## src/hw/rtl/imubfc_pkg.sv

```systemverilog
`timescale 1ns / 1ps
// ----------------------------------------------------------------------------
// IMU burst frame checker package
// Shared widths, word positions, verdict codes and the CRC-32 word update.
// ----------------------------------------------------------------------------
package imubfc_pkg;

   localparam int FRAME_WORDS = 19;
   localparam int POS_W       = $clog2(FRAME_WORDS + 1);
   localparam int STORE_DEPTH = 16;
   localparam int STORE_AW    = $clog2(STORE_DEPTH);

   typedef logic [15:0]      word_type;
   typedef logic [31:0]      crc_type;
   typedef logic [POS_W-1:0] pos_type;
   typedef logic [1:0]       verdict_type;

   localparam pos_type POS_IDLE   = pos_type'(FRAME_WORDS);
   localparam pos_type POS_ID0    = pos_type'(0);
   localparam pos_type POS_ID1    = pos_type'(1);
   localparam pos_type POS_STATUS = pos_type'(2);
   localparam pos_type POS_COUNT  = pos_type'(FRAME_WORDS - 3);
   localparam pos_type POS_CRC_LO = pos_type'(FRAME_WORDS - 2);
   localparam pos_type POS_CRC_HI = pos_type'(FRAME_WORDS - 1);

   // Store slots, counted from the status word.
   localparam int SLOT_STATUS = 0;
   localparam int SLOT_TEMP   = 1;
   localparam int SLOT_ANG_X  = 2;
   localparam int SLOT_ANG_Y  = 4;
   localparam int SLOT_ANG_Z  = 6;
   localparam int SLOT_VEL_X  = 8;
   localparam int SLOT_VEL_Y  = 10;
   localparam int SLOT_VEL_Z  = 12;
   localparam int SLOT_COUNT  = FRAME_WORDS - 5;

   localparam crc_type  CRC_POLY = 32'hEDB8_8320;
   localparam crc_type  ALL_ONES = 32'hFFFF_FFFF;
   localparam word_type ID_RESET = 16'hC3C3;

   localparam verdict_type VERDICT_OK     = 2'd0;
   localparam verdict_type VERDICT_STALE  = 2'd1;
   localparam verdict_type VERDICT_BAD_ID = 2'd2;
   localparam verdict_type VERDICT_BAD_CRC = 2'd3;

   // Reflected CRC-32 over one word, low byte first. Because the update is
   // linear, feeding the whole word at once and shifting 16 times is the same
   // as two byte steps; synthesis flattens it into a plain XOR network.
   function automatic crc_type crc_word(crc_type crc, word_type w);
      crc_type c;
      c = crc ^ {16'h0000, w};
      for (int b = 0; b < 16; b++) begin
         if (c[0]) begin
            c = (c >> 1) ^ CRC_POLY;
         end else begin
            c = c >> 1;
         end
      end
      return c;
   endfunction

endpackage

```

## src/hw/rtl/imubfc_if.sv

```systemverilog
`timescale 1ns / 1ps
// ----------------------------------------------------------------------------
// IMU burst frame checker channels
// Valid/ready channels for burst words, check results and the ID register.
// ----------------------------------------------------------------------------
interface imubfc_req_if import imubfc_pkg::*; ();
   logic     valid;
   logic     ready;
   word_type bus_word;
   logic     frame_start;

   modport source (output valid, bus_word, frame_start, input ready);
   modport sink (input valid, bus_word, frame_start, output ready);
endinterface

interface imubfc_rsp_if import imubfc_pkg::*; ();
   logic               valid;
   logic               ready;
   verdict_type        verdict;
   word_type           status_word;
   logic signed [15:0] temperature_raw;
   logic signed [31:0] delta_angle_x;
   logic signed [31:0] delta_angle_y;
   logic signed [31:0] delta_angle_z;
   logic signed [31:0] delta_vel_x;
   logic signed [31:0] delta_vel_y;
   logic signed [31:0] delta_vel_z;
   word_type           sample_count;

   modport source (output valid, verdict, status_word, temperature_raw,
                   delta_angle_x, delta_angle_y, delta_angle_z,
                   delta_vel_x, delta_vel_y, delta_vel_z, sample_count,
                   input ready);
   modport sink (input valid, verdict, status_word, temperature_raw,
                 delta_angle_x, delta_angle_y, delta_angle_z,
                 delta_vel_x, delta_vel_y, delta_vel_z, sample_count,
                 output ready);
endinterface

interface imubfc_csr_if import imubfc_pkg::*; ();
   logic     valid;
   logic     ready;
   word_type expected_burst_id;

   modport source (output valid, expected_burst_id, input ready);
   modport sink (input valid, expected_burst_id, output ready);
endinterface

```

## src/hw/rtl/imu_burst_frame_checker_top.sv

```systemverilog
`timescale 1ns / 1ps
// ----------------------------------------------------------------------------
// IMU burst frame checker
// Unpacks a 19-word inertial-sensor burst, checks IDs, CRC-32 and count.
// ----------------------------------------------------------------------------
// Usage:
//   req_chan carries one 16-bit burst word per request; frame_start marks the
//   first ID word and restarts any burst in progress. Words arriving with no
//   burst open are dropped.
//   rsp_chan delivers one result per complete burst: the verdict and the
//   unpacked fields. It appears in the cycle after the CRC high word is taken.
//   csr_chan writes the expected burst ID; it is always ready and should be
//   written only while the block is idle.
// Throughput: one word per cycle. Each word's CRC step, ID compare and store
//   write finish in the cycle it is taken; the final verdict is loaded into
//   the result register directly.
// Stalls: the result register is a single slot. While it is full and
//   rsp_chan.ready is low, req_chan.ready drops; a result taken in the same
//   cycle frees the slot for the next request.
// Reset: the block waits for a frame start, the ID register returns to
//   0xC3C3 and the remembered sample count is forgotten.
// ----------------------------------------------------------------------------
module imu_burst_frame_checker_top
   import imubfc_pkg::*;
(
   input logic          clock,
   input logic          reset,
   imubfc_req_if.sink   req_chan,
   imubfc_rsp_if.source rsp_chan,
   imubfc_csr_if.sink   csr_chan
);

   word_type    exp_id_ff, exp_id_in;
   pos_type     pos_ff, pos_in;
   crc_type     crc_ff, crc_in;
   logic        id_ok_ff, id_ok_in;
   word_type    store_ff [STORE_DEPTH];
   word_type    crc_lo_ff;
   word_type    last_cnt_ff, last_cnt_in;
   logic        have_last_ff, have_last_in;
   logic        rsp_valid_ff, rsp_valid_in;
   verdict_type verdict_ff, verdict_in;

   logic        req_take;
   logic        last_word;
   pos_type     pos_cur;
   crc_type     crc_cur;
   word_type    w;
   word_type    count;
   logic        id_eq;
   logic [STORE_AW-1:0] slot;

   assign w         = req_chan.bus_word;
   assign req_chan.ready = !rsp_valid_ff || rsp_chan.ready;
   assign req_take  = req_chan.valid && req_chan.ready;
   assign pos_cur   = req_chan.frame_start ? POS_ID0 : pos_ff;
   assign crc_cur   = req_chan.frame_start ? ALL_ONES : crc_ff;
   assign last_word = req_take && (pos_cur == POS_CRC_HI);
   assign id_eq     = (w == exp_id_ff);
   assign count     = store_ff[SLOT_COUNT];
   assign slot      = STORE_AW'(pos_cur - POS_STATUS);

   assign csr_chan.ready = 1'b1;

   always_comb begin
      exp_id_in    = exp_id_ff;
      pos_in       = pos_ff;
      crc_in       = crc_ff;
      id_ok_in     = id_ok_ff;
      last_cnt_in  = last_cnt_ff;
      have_last_in = have_last_ff;
      verdict_in   = verdict_ff;
      rsp_valid_in = rsp_valid_ff && !rsp_chan.ready;

      if (csr_chan.valid) begin
         exp_id_in = csr_chan.expected_burst_id;
      end

      if (req_take && (pos_cur < POS_IDLE)) begin
         pos_in = pos_cur + pos_type'(1);
         crc_in = crc_cur;
         if (pos_cur == POS_ID0) begin
            id_ok_in = id_eq;
         end else if (pos_cur == POS_ID1) begin
            id_ok_in = id_ok_ff && id_eq;
         end else if (pos_cur <= POS_COUNT) begin
            crc_in = crc_word(crc_cur, w);
         end
      end

      if (last_word) begin
         pos_in       = POS_IDLE;
         crc_in       = ALL_ONES;
         rsp_valid_in = 1'b1;
         priority if (have_last_ff && (count == last_cnt_ff)) begin
            verdict_in = VERDICT_STALE;
         end else if (!id_ok_ff) begin
            verdict_in = VERDICT_BAD_ID;
         end else if ((crc_ff ^ ALL_ONES) != {w, crc_lo_ff}) begin
            verdict_in = VERDICT_BAD_CRC;
         end else begin
            verdict_in   = VERDICT_OK;
            last_cnt_in  = count;
            have_last_in = 1'b1;
         end
      end
   end

   always_ff @(posedge clock) begin
      if (reset) begin
         exp_id_ff    <= ID_RESET;
         pos_ff       <= POS_IDLE;
         crc_ff       <= ALL_ONES;
         id_ok_ff     <= 1'b0;
         last_cnt_ff  <= '0;
         have_last_ff <= 1'b0;
         rsp_valid_ff <= 1'b0;
         verdict_ff   <= VERDICT_OK;
      end else begin
         exp_id_ff    <= exp_id_in;
         pos_ff       <= pos_in;
         crc_ff       <= crc_in;
         id_ok_ff     <= id_ok_in;
         last_cnt_ff  <= last_cnt_in;
         have_last_ff <= have_last_in;
         rsp_valid_ff <= rsp_valid_in;
         verdict_ff   <= verdict_in;
      end
   end

   // Payload storage: burst fields and the captured result fields.
   always_ff @(posedge clock) begin
      if (req_take && (pos_cur >= POS_STATUS) && (pos_cur <= POS_COUNT)) begin
         store_ff[slot] <= w;
      end
      if (req_take && (pos_cur == POS_CRC_LO)) begin
         crc_lo_ff <= w;
      end
      if (last_word) begin
         rsp_chan.status_word     <= store_ff[SLOT_STATUS];
         rsp_chan.temperature_raw <= $signed(store_ff[SLOT_TEMP]);
         rsp_chan.delta_angle_x   <= $signed({store_ff[SLOT_ANG_X+1], store_ff[SLOT_ANG_X]});
         rsp_chan.delta_angle_y   <= $signed({store_ff[SLOT_ANG_Y+1], store_ff[SLOT_ANG_Y]});
         rsp_chan.delta_angle_z   <= $signed({store_ff[SLOT_ANG_Z+1], store_ff[SLOT_ANG_Z]});
         rsp_chan.delta_vel_x     <= $signed({store_ff[SLOT_VEL_X+1], store_ff[SLOT_VEL_X]});
         rsp_chan.delta_vel_y     <= $signed({store_ff[SLOT_VEL_Y+1], store_ff[SLOT_VEL_Y]});
         rsp_chan.delta_vel_z     <= $signed({store_ff[SLOT_VEL_Z+1], store_ff[SLOT_VEL_Z]});
         rsp_chan.sample_count    <= count;
      end
   end

   assign rsp_chan.valid   = rsp_valid_ff;
   assign rsp_chan.verdict = verdict_ff;

   // An idle checker always holds a fresh CRC seed.
   a_idle_crc_seed: assert property (@(posedge clock) disable iff (reset)
      (pos_ff == POS_IDLE) |-> (crc_ff == ALL_ONES))
      else $error("CRC not reseeded while idle");

   a_last_word_closes: assert property (@(posedge clock) disable iff (reset)
      last_word |=> (pos_ff == POS_IDLE) && rsp_valid_ff)
      else $error("Burst did not close after the CRC high word");

   a_count_only_on_ok: assert property (@(posedge clock) disable iff (reset)
      !$stable(last_cnt_ff) |-> rsp_valid_ff && (verdict_ff == VERDICT_OK))
      else $error("Sample count remembered without an ok verdict");

   a_pos_range: assert property (@(posedge clock) disable iff (reset)
      pos_ff <= POS_IDLE)
      else $error("Word position out of range");

endmodule
```

## src/flat_wrapper.sv

```systemverilog
// flat-port wrapper written by rule: the top's interface ports become plain ports
module imu_burst_frame_checker_top_flat import imubfc_pkg::*;
  (clock, reset, req_chan_valid, req_chan_bus_word, req_chan_frame_start, req_chan_ready, rsp_chan_valid, rsp_chan_verdict, rsp_chan_status_word, rsp_chan_temperature_raw, rsp_chan_delta_angle_x, rsp_chan_delta_angle_y, rsp_chan_delta_angle_z, rsp_chan_delta_vel_x, rsp_chan_delta_vel_y, rsp_chan_delta_vel_z, rsp_chan_sample_count, rsp_chan_ready, csr_chan_valid, csr_chan_expected_burst_id, csr_chan_ready);
  imubfc_req_if req_chan_i ();
  imubfc_rsp_if rsp_chan_i ();
  imubfc_csr_if csr_chan_i ();
  input logic clock;
  input logic reset;
  input wire logic [$bits(req_chan_i.valid)-1:0] req_chan_valid;
  input wire logic [$bits(req_chan_i.bus_word)-1:0] req_chan_bus_word;
  input wire logic [$bits(req_chan_i.frame_start)-1:0] req_chan_frame_start;
  output wire logic [$bits(req_chan_i.ready)-1:0] req_chan_ready;
  output wire logic [$bits(rsp_chan_i.valid)-1:0] rsp_chan_valid;
  output wire logic [$bits(rsp_chan_i.verdict)-1:0] rsp_chan_verdict;
  output wire logic [$bits(rsp_chan_i.status_word)-1:0] rsp_chan_status_word;
  output wire logic [$bits(rsp_chan_i.temperature_raw)-1:0] rsp_chan_temperature_raw;
  output wire logic [$bits(rsp_chan_i.delta_angle_x)-1:0] rsp_chan_delta_angle_x;
  output wire logic [$bits(rsp_chan_i.delta_angle_y)-1:0] rsp_chan_delta_angle_y;
  output wire logic [$bits(rsp_chan_i.delta_angle_z)-1:0] rsp_chan_delta_angle_z;
  output wire logic [$bits(rsp_chan_i.delta_vel_x)-1:0] rsp_chan_delta_vel_x;
  output wire logic [$bits(rsp_chan_i.delta_vel_y)-1:0] rsp_chan_delta_vel_y;
  output wire logic [$bits(rsp_chan_i.delta_vel_z)-1:0] rsp_chan_delta_vel_z;
  output wire logic [$bits(rsp_chan_i.sample_count)-1:0] rsp_chan_sample_count;
  input wire logic [$bits(rsp_chan_i.ready)-1:0] rsp_chan_ready;
  input wire logic [$bits(csr_chan_i.valid)-1:0] csr_chan_valid;
  input wire logic [$bits(csr_chan_i.expected_burst_id)-1:0] csr_chan_expected_burst_id;
  output wire logic [$bits(csr_chan_i.ready)-1:0] csr_chan_ready;
  assign req_chan_i.valid = req_chan_valid;
  assign req_chan_i.bus_word = req_chan_bus_word;
  assign req_chan_i.frame_start = req_chan_frame_start;
  assign req_chan_ready = req_chan_i.ready;
  assign rsp_chan_valid = rsp_chan_i.valid;
  assign rsp_chan_verdict = rsp_chan_i.verdict;
  assign rsp_chan_status_word = rsp_chan_i.status_word;
  assign rsp_chan_temperature_raw = rsp_chan_i.temperature_raw;
  assign rsp_chan_delta_angle_x = rsp_chan_i.delta_angle_x;
  assign rsp_chan_delta_angle_y = rsp_chan_i.delta_angle_y;
  assign rsp_chan_delta_angle_z = rsp_chan_i.delta_angle_z;
  assign rsp_chan_delta_vel_x = rsp_chan_i.delta_vel_x;
  assign rsp_chan_delta_vel_y = rsp_chan_i.delta_vel_y;
  assign rsp_chan_delta_vel_z = rsp_chan_i.delta_vel_z;
  assign rsp_chan_sample_count = rsp_chan_i.sample_count;
  assign rsp_chan_i.ready = rsp_chan_ready;
  assign csr_chan_i.valid = csr_chan_valid;
  assign csr_chan_i.expected_burst_id = csr_chan_expected_burst_id;
  assign csr_chan_ready = csr_chan_i.ready;
  imu_burst_frame_checker_top u_core (.clock(clock), .reset(reset), .req_chan(req_chan_i), .rsp_chan(rsp_chan_i), .csr_chan(csr_chan_i));
endmodule
```

## config.mk

```make
export PLATFORM = sky130hd
export DESIGN_NAME = imu_burst_frame_checker_top_flat
export DESIGN_NICKNAME = d
export VERILOG_FILES = /design/src/hw/rtl/imubfc_pkg.sv /design/src/hw/rtl/imubfc_if.sv /design/src/hw/rtl/imu_burst_frame_checker_top.sv /design/src/flat_wrapper.sv
export SDC_FILE = /design/constraint.sdc
export NUM_CORES = 1
export LEC_CHECK = 0
export BUFFER_PORTS_ARGS = -buffer_cell sky130_fd_sc_hd__buf_2
export CAP_MARGIN = 15
export CORE_MARGIN = 2
export CORE_UTILIZATION = 49
export CTS_CLUSTER_SIZE = 10
export DETAILED_ROUTE_END_ITERATION = 16
export PLACE_DENSITY = 0.7
export SYNTH_ARGS = -nofsm -noshare
export SYNTH_HDL_FRONTEND = slang
export SYNTH_SLANG_ARGS = --single-unit
```

## constraint.sdc

```tcl
create_clock -name clock -period 25.1 [get_ports clock]
set_clock_uncertainty 0.05 [all_clocks]
set_input_delay 3.765 -clock clock [delete_from_list [all_inputs] [get_ports clock]]
set_output_delay 3.765 -clock clock [all_outputs]
set_load 0.02 [all_outputs]
```

* Word level (Yosys, flattened, before mapping)
Memory sizes are Yosys's and may differ from the RTL's. A register that Yosys moved wholly into a read port is not among the register bits.
Cells that the tools add are included.
** Cells by class
- Magnitude comparators :: 3
- Equality and inequality tests :: 6
- Reduce and logical (&&, ||, !) cells :: 17
- Muxes and demuxes :: 89
- Bitwise logic cells :: 20
- Add/subtract/negate cells :: 2
** Operators with widths (number)
- 2-to-1 mux 32 bit :: 80
- inverter 13 -> 14 bit :: 16
- equality test 16 bit :: 2
- != test 32 bit :: 1
- inverter 32 bit :: 1
- bitwise XOR 32 x 16 -> 32 bit :: 1
- equality test 5 bit, second input constant :: 2
- logical AND 1 bit :: 9
- 2-to-1 mux 2 bit :: 3
- adder 5 x 1 -> 5 bit, second input constant :: 1
- equality test 5 x 1 -> 1 bit, second input constant :: 1
- >= comparator 5 x 2 -> 1 bit, second input constant :: 1
- <= comparator 5 bit, second input constant :: 1
- logical NOT 5 bit :: 1
- less-than comparator 5 bit, second input constant :: 1
- 2-to-1 mux 1 bit :: 5
- 2-to-1 mux 5 bit :: 1
- AND reduction 4 bit :: 1
- subtractor 4 x 2 -> 4 bit, second input constant :: 1
- logical NOT 1 bit :: 2
- inverter 1 bit :: 2
- AND reduction 2 bit :: 1
- nonzero test 2 bit :: 1
- OR reduction 2 bit :: 1
- logical OR 1 bit :: 1
** Storage, ports and cells
- Memory bits (writable) :: 256
- Register bits after elaboration :: 106
- Output and inout port bits :: 245
- Memories kept :: 1
** Memory list
- u_core.store_ff :: depth 16, width 16, read ports 15, clocked after memory_dff 14, write ports 1, RTL line imu_burst_frame_checker_top.sv:37 : word_type store_ff [STORE_DEPTH];

* Logic depth before layout (Yosys ltp)
- Depth in word-level cells :: 97
- Depth in mapped cells :: 17

* Worst setup path before layout
No wires, ideal clock.
- Kind :: in2reg
- Start point :: input req_chan_frame_start
- End point :: register u_core.last_cnt_ff[10]
- Cell stages on the path :: 16
- Arrival :: 17.150 ns
- Path slack :: 7.773 ns
- Required time :: 24.922 ns
- Setup time :: 0.128 ns
- Buffers on the path :: 7
- Cell sequence :: buf_6 > buf_6 > clkbuf_1 > clkbuf_1 > clkbuf_1 > nand2b_1 > inv_1 > ha_1 > nand2_1 > nor2_1 > nand2_1 > nor2b_1 > buf_2 > buf_2 > mux2i_1 > nor2_1
** Between the ends
- Longest elaborated chain between the ends :: 4
** RTL lines
- from (decl) :: RTL line flat_wrapper.sv:11 : input wire logic [$bits(req_chan_i.frame_start)-1:0] req_chan_frame_start;
- 2-to-1 mux 5 bit :: RTL line imu_burst_frame_checker_top.sv:56 : assign pos_cur = req_chan.frame_start ? POS_ID0 : pos_ff;
- equality test 5 bit :: RTL line imu_burst_frame_checker_top.sv:58 : assign last_word = req_take && (pos_cur == POS_CRC_HI);
- logical AND 1 bit :: RTL line imu_burst_frame_checker_top.sv:58
- net u_core.last_word :: RTL line imu_burst_frame_checker_top.sv:45 : logic last_word;
- AND reduction 4 bit (no line)
- to (signal assigned) :: RTL line imu_burst_frame_checker_top.sv:124 : last_cnt_ff <= last_cnt_in;
- to (decl) :: RTL line imu_burst_frame_checker_top.sv:39 : word_type last_cnt_ff, last_cnt_in;
The timed path passes the listed nets, and every way through them passes these cells.
A chain may end at the register's enable or synchronous reset.

* Worst setup path after layout
- Start point :: input rsp_chan_ready
- End point :: output req_chan_ready
** Between the ends
- Longest elaborated chain between the ends :: 1
** RTL lines
- from (decl) :: RTL line flat_wrapper.sv:24 : input wire logic [$bits(rsp_chan_i.ready)-1:0] rsp_chan_ready;
- logical OR 1 bit :: RTL line imu_burst_frame_checker_top.sv:54 : assign req_chan.ready = !rsp_valid_ff || rsp_chan.ready;
- to (decl) :: RTL line flat_wrapper.sv:12 : output wire logic [$bits(req_chan_i.ready)-1:0] req_chan_ready;
Every way passes these cells.

==> run metrics <==
status=finished, final reports clean; post-CTS sizing=0; NumNets Final=about 1500; Synth cell types=between 50 and 60; clk slew on worst S/H paths=0.05 ns; ranking of synthesized cells by area=edfxtp_1, xnor2_1, dfxtp_1; Mapped Area=about 21000 µm²; routed len/inst=roughly 23 µm; Final Hold Vio Count=0; IO Port Bufs=between 200 and 300; CP max stage delay=approximately 0.18 ns; min Tclk post-route=around 8 ns; post-synthesis simple-gate area fraction=0.0438; CTS tree=done; PD cells=about 110 nW/µm²; multiplexer share of the synthesized area=0.0115; Pleak=~8.8 nW; Worst path slowest cell=buf_2; post-synth top area share=0.714; Starting Density=0.497; fin util=0.594; CTS sink count=570; Crit path arrival time=about 4.2 ns; slew at the pin closest to its max-slew limit=1.13 ns; drt pass-1 iters=5; row count=between 70 and 80; normalized max-slew margin=0.240; wirelength, routed=approximately 47000 µm; Synth Area in XOR/XNOR=0.121; CP top delay family=buffers and inverters; fin crit share=0.320; Num CTS Buffers=between 60 and 70; Post-Syn Instances=between 1000 and 1500; post-synth top area cell=edfxtp_1; cts hold-fix bufs=0; Post-DP Area=23000 µm²; Seq cells post-synth=570; ANT nets after route=0; Startpoint Class=primary input; CP required=21.29 ns; global-route wire length before repair=roughly 67000 µm; Area growth, synth to finish=19.4%; vias=approximately 11000; setup TNS=0 ns; largest net degree at the start of global routing=about 190; sequential area share after synthesis=0.785; number of H-tree levels=3; Ant. Diodes=0; Post-synth EDFFs=slightly below 500; Skew-Pair Late Insertion Delay=~0.58 ns; vias in the first global route=10342; Vert. Die Dim=210 µm; # Post-CTS Setup Buffers=0; critical path class=in -> out; Clock Tree Buf Depth=3; fraction of layout cells with a size suffix above 1=0.278; drt drc=0; fillers=between 3000 and 4000; Synth Flop Type=edfxtp_1; routed vias/inst=slightly above 5; Adder-Cell Fraction of Synth Area=0.00420; cell chosen for the clock root=clkbuf_16; most common cell in the synthesized netlist=edfxtp_1; peak supply drop=0.0000780 V; Die Width=210 µm; FFs w/ async S/R, synth=0; GRT Total Usage=0.210; Worst Path Buf+Inv=2; Worst Hold Class=reg -> reg; cells along the critical path=buf_2 > nand2b_1 > buf_2; RSZ-0062 raised after global routing=no; Layout Cell Area excl Fill=roughly 25000 µm²; GR Overflow Total=0; Final setup viols=0; io pins=283; top cells by count, synth=edfxtp_1, xnor2_1, nor2_1; CORE AREA=between 40000 and 50000 µm²; fmax=about 0.12 GHz; Worst setup EP type=output port; initial antenna violation count=0; hpwl dp=between 20000 and 30000 µm; footprint of the multi-input gates=roughly 4300 µm²; max_cap viols=0; initial detailed-routing violation count=905; post-synthesis compound-gate area fraction=0.0228; Die ar.=approximately 44000 µm²; Slew Viols, Final=0; Final Wtd Congestion=between 0.8 and 0.9; Post-Syn Area per Cell=approximately 18 µm²; combinational family with the most area after synthesis=XOR/XNOR gates; synth warn=0; worst-path maximum fanout=4; Mapped Nets=~1200; Top cell by count, worst path=buf_2; Storage cell area=between 15000 and 20000 µm²
logic make-up (layout without fill, tap and decap cells):
group	after synthesis	after routing
flops	570	570
fa+ha+maj	7	7
mux	24	24
xor+xnor	237	237
buf+inv	47	415
other cells	1	1
simple gates	199	199
compound gates	74	74
power by group:
part / internal (mW) / switching, mW / total [mW]
logic: 0.373 / 0.383 / 0.757
registers: 1.06 / 0.0402 / 1.10
clock network: 0.509 / 0.346 / 0.855
layer usage:
layer  track usage  share of wire  vias to the layer above
li1              -              -                     4892
met1         0.300           0.45                     5311
met2         0.329           0.47                      410
met3        0.0425          0.062                       73
met4        0.0607          0.021                        0
met5             0              0                        -
final timing paths:
check | endpoint | cells after the start | slack, ns | start
min reg2reg | rsp_chan_temperature_raw[8]$_DFFE_PP_ | 0 | 0.35 | u_core.store_ff[1][8]$_DFFE_PP_
max reg2reg | u_core.last_cnt_ff[11]$_SDFFE_PP0P_ | 8 | 21.68 | u_core.crc_ff[0]$_SDFFE_PP1P_
min | rsp_chan_temperature_raw[8]$_DFFE_PP_ | 0 | 0.35 | u_core.store_ff[1][8]$_DFFE_PP_
max | req_chan_ready | 3 | 17.08 | rsp_chan_ready
area by class of cell:
cell class,instances,area share
multi-input cells,542,0.172
clock inverters,7,0.00306
flip-flops and latches,570,0.657
clock buffers,90,0.0737
well taps,539,0.0271
inverters,8,0.00121
repair buffers,310,0.0660
registers in the layout (all words and copies together) (netlist names):
name / flops
u_core.pos_ff: 5
u_core.have_last_ff: 1
u_core.id_ok_ff: 1
u_core.store_ff: 240
u_core.exp_id_ff: 16
rsp_chan_delta_angle_z: 32
rsp_chan_delta_vel_z: 32
rsp_chan_sample_count: 16
rsp_chan_delta_angle_y: 32
u_core.rsp_chan.verdict: 2
rsp_chan_delta_vel_x: 32
u_core.rsp_chan.valid: 1
rsp_chan_status_word: 16
u_core.crc_ff: 32
rsp_chan_temperature_raw: 16
rsp_chan_delta_vel_y: 32
rsp_chan_delta_angle_x: 32
u_core.last_cnt_ff: 16
u_core.crc_lo_ff: 16
layout by cell type (no fill, tap or decap), types with 4 or more instances in the layout:
cell type and n:
nor2b_1 10, xnor2_2 9, and2_1 4, o22ai_1 17
nand3_1 4, o21ai_0 15, clkbuf_1 19, edfxtp_1 496
buf_4 26, nand4_1 9, nand2_1 33, buf_2 281
clkbuf_16 70, xor2_1 28, mux2i_1 24, ha_1 7
xnor2_1 174, dfxtp_1 74, xnor2_4 7, nor3_1 7
inv_1 8, a211o_1 8, nand2b_1 8, xnor3_1 12
nor2_1 95, nor4_1 10, nor2_2 6, a21oi_1 15
per-stage QoR:
| stage | hold WS, ns | cells | total power, mW | setup WS [ns] |
|---|---|---|---|---|
| finish | 0.352 | 2066 | 2.71 | 17.08 |
| global route | 0.355 | 2066 | 2.81 | 17.04 |
| CTS | 0.348 | 2066 | 2.73 | 17.08 |
| detailed placement | 0.355 | 1969 | 1.87 | 17.08 |
| global placement | 0.351 | 1967 | 1.87 | 17.09 |
| floorplan | 0.350 | 1159 | 1.71 | 7.77 |
worst register-to-register path, delay by kind of cell (launching register included):
family / cells / cell delay (ns)
and+or+nand+nor: 6 / 2.01
DFF: 1 / 0.74
muxes: 1 / 0.31
xor gates and xnor gates: 1 / 0.16
Note: power is estimated with default switching activity, not from simulation.
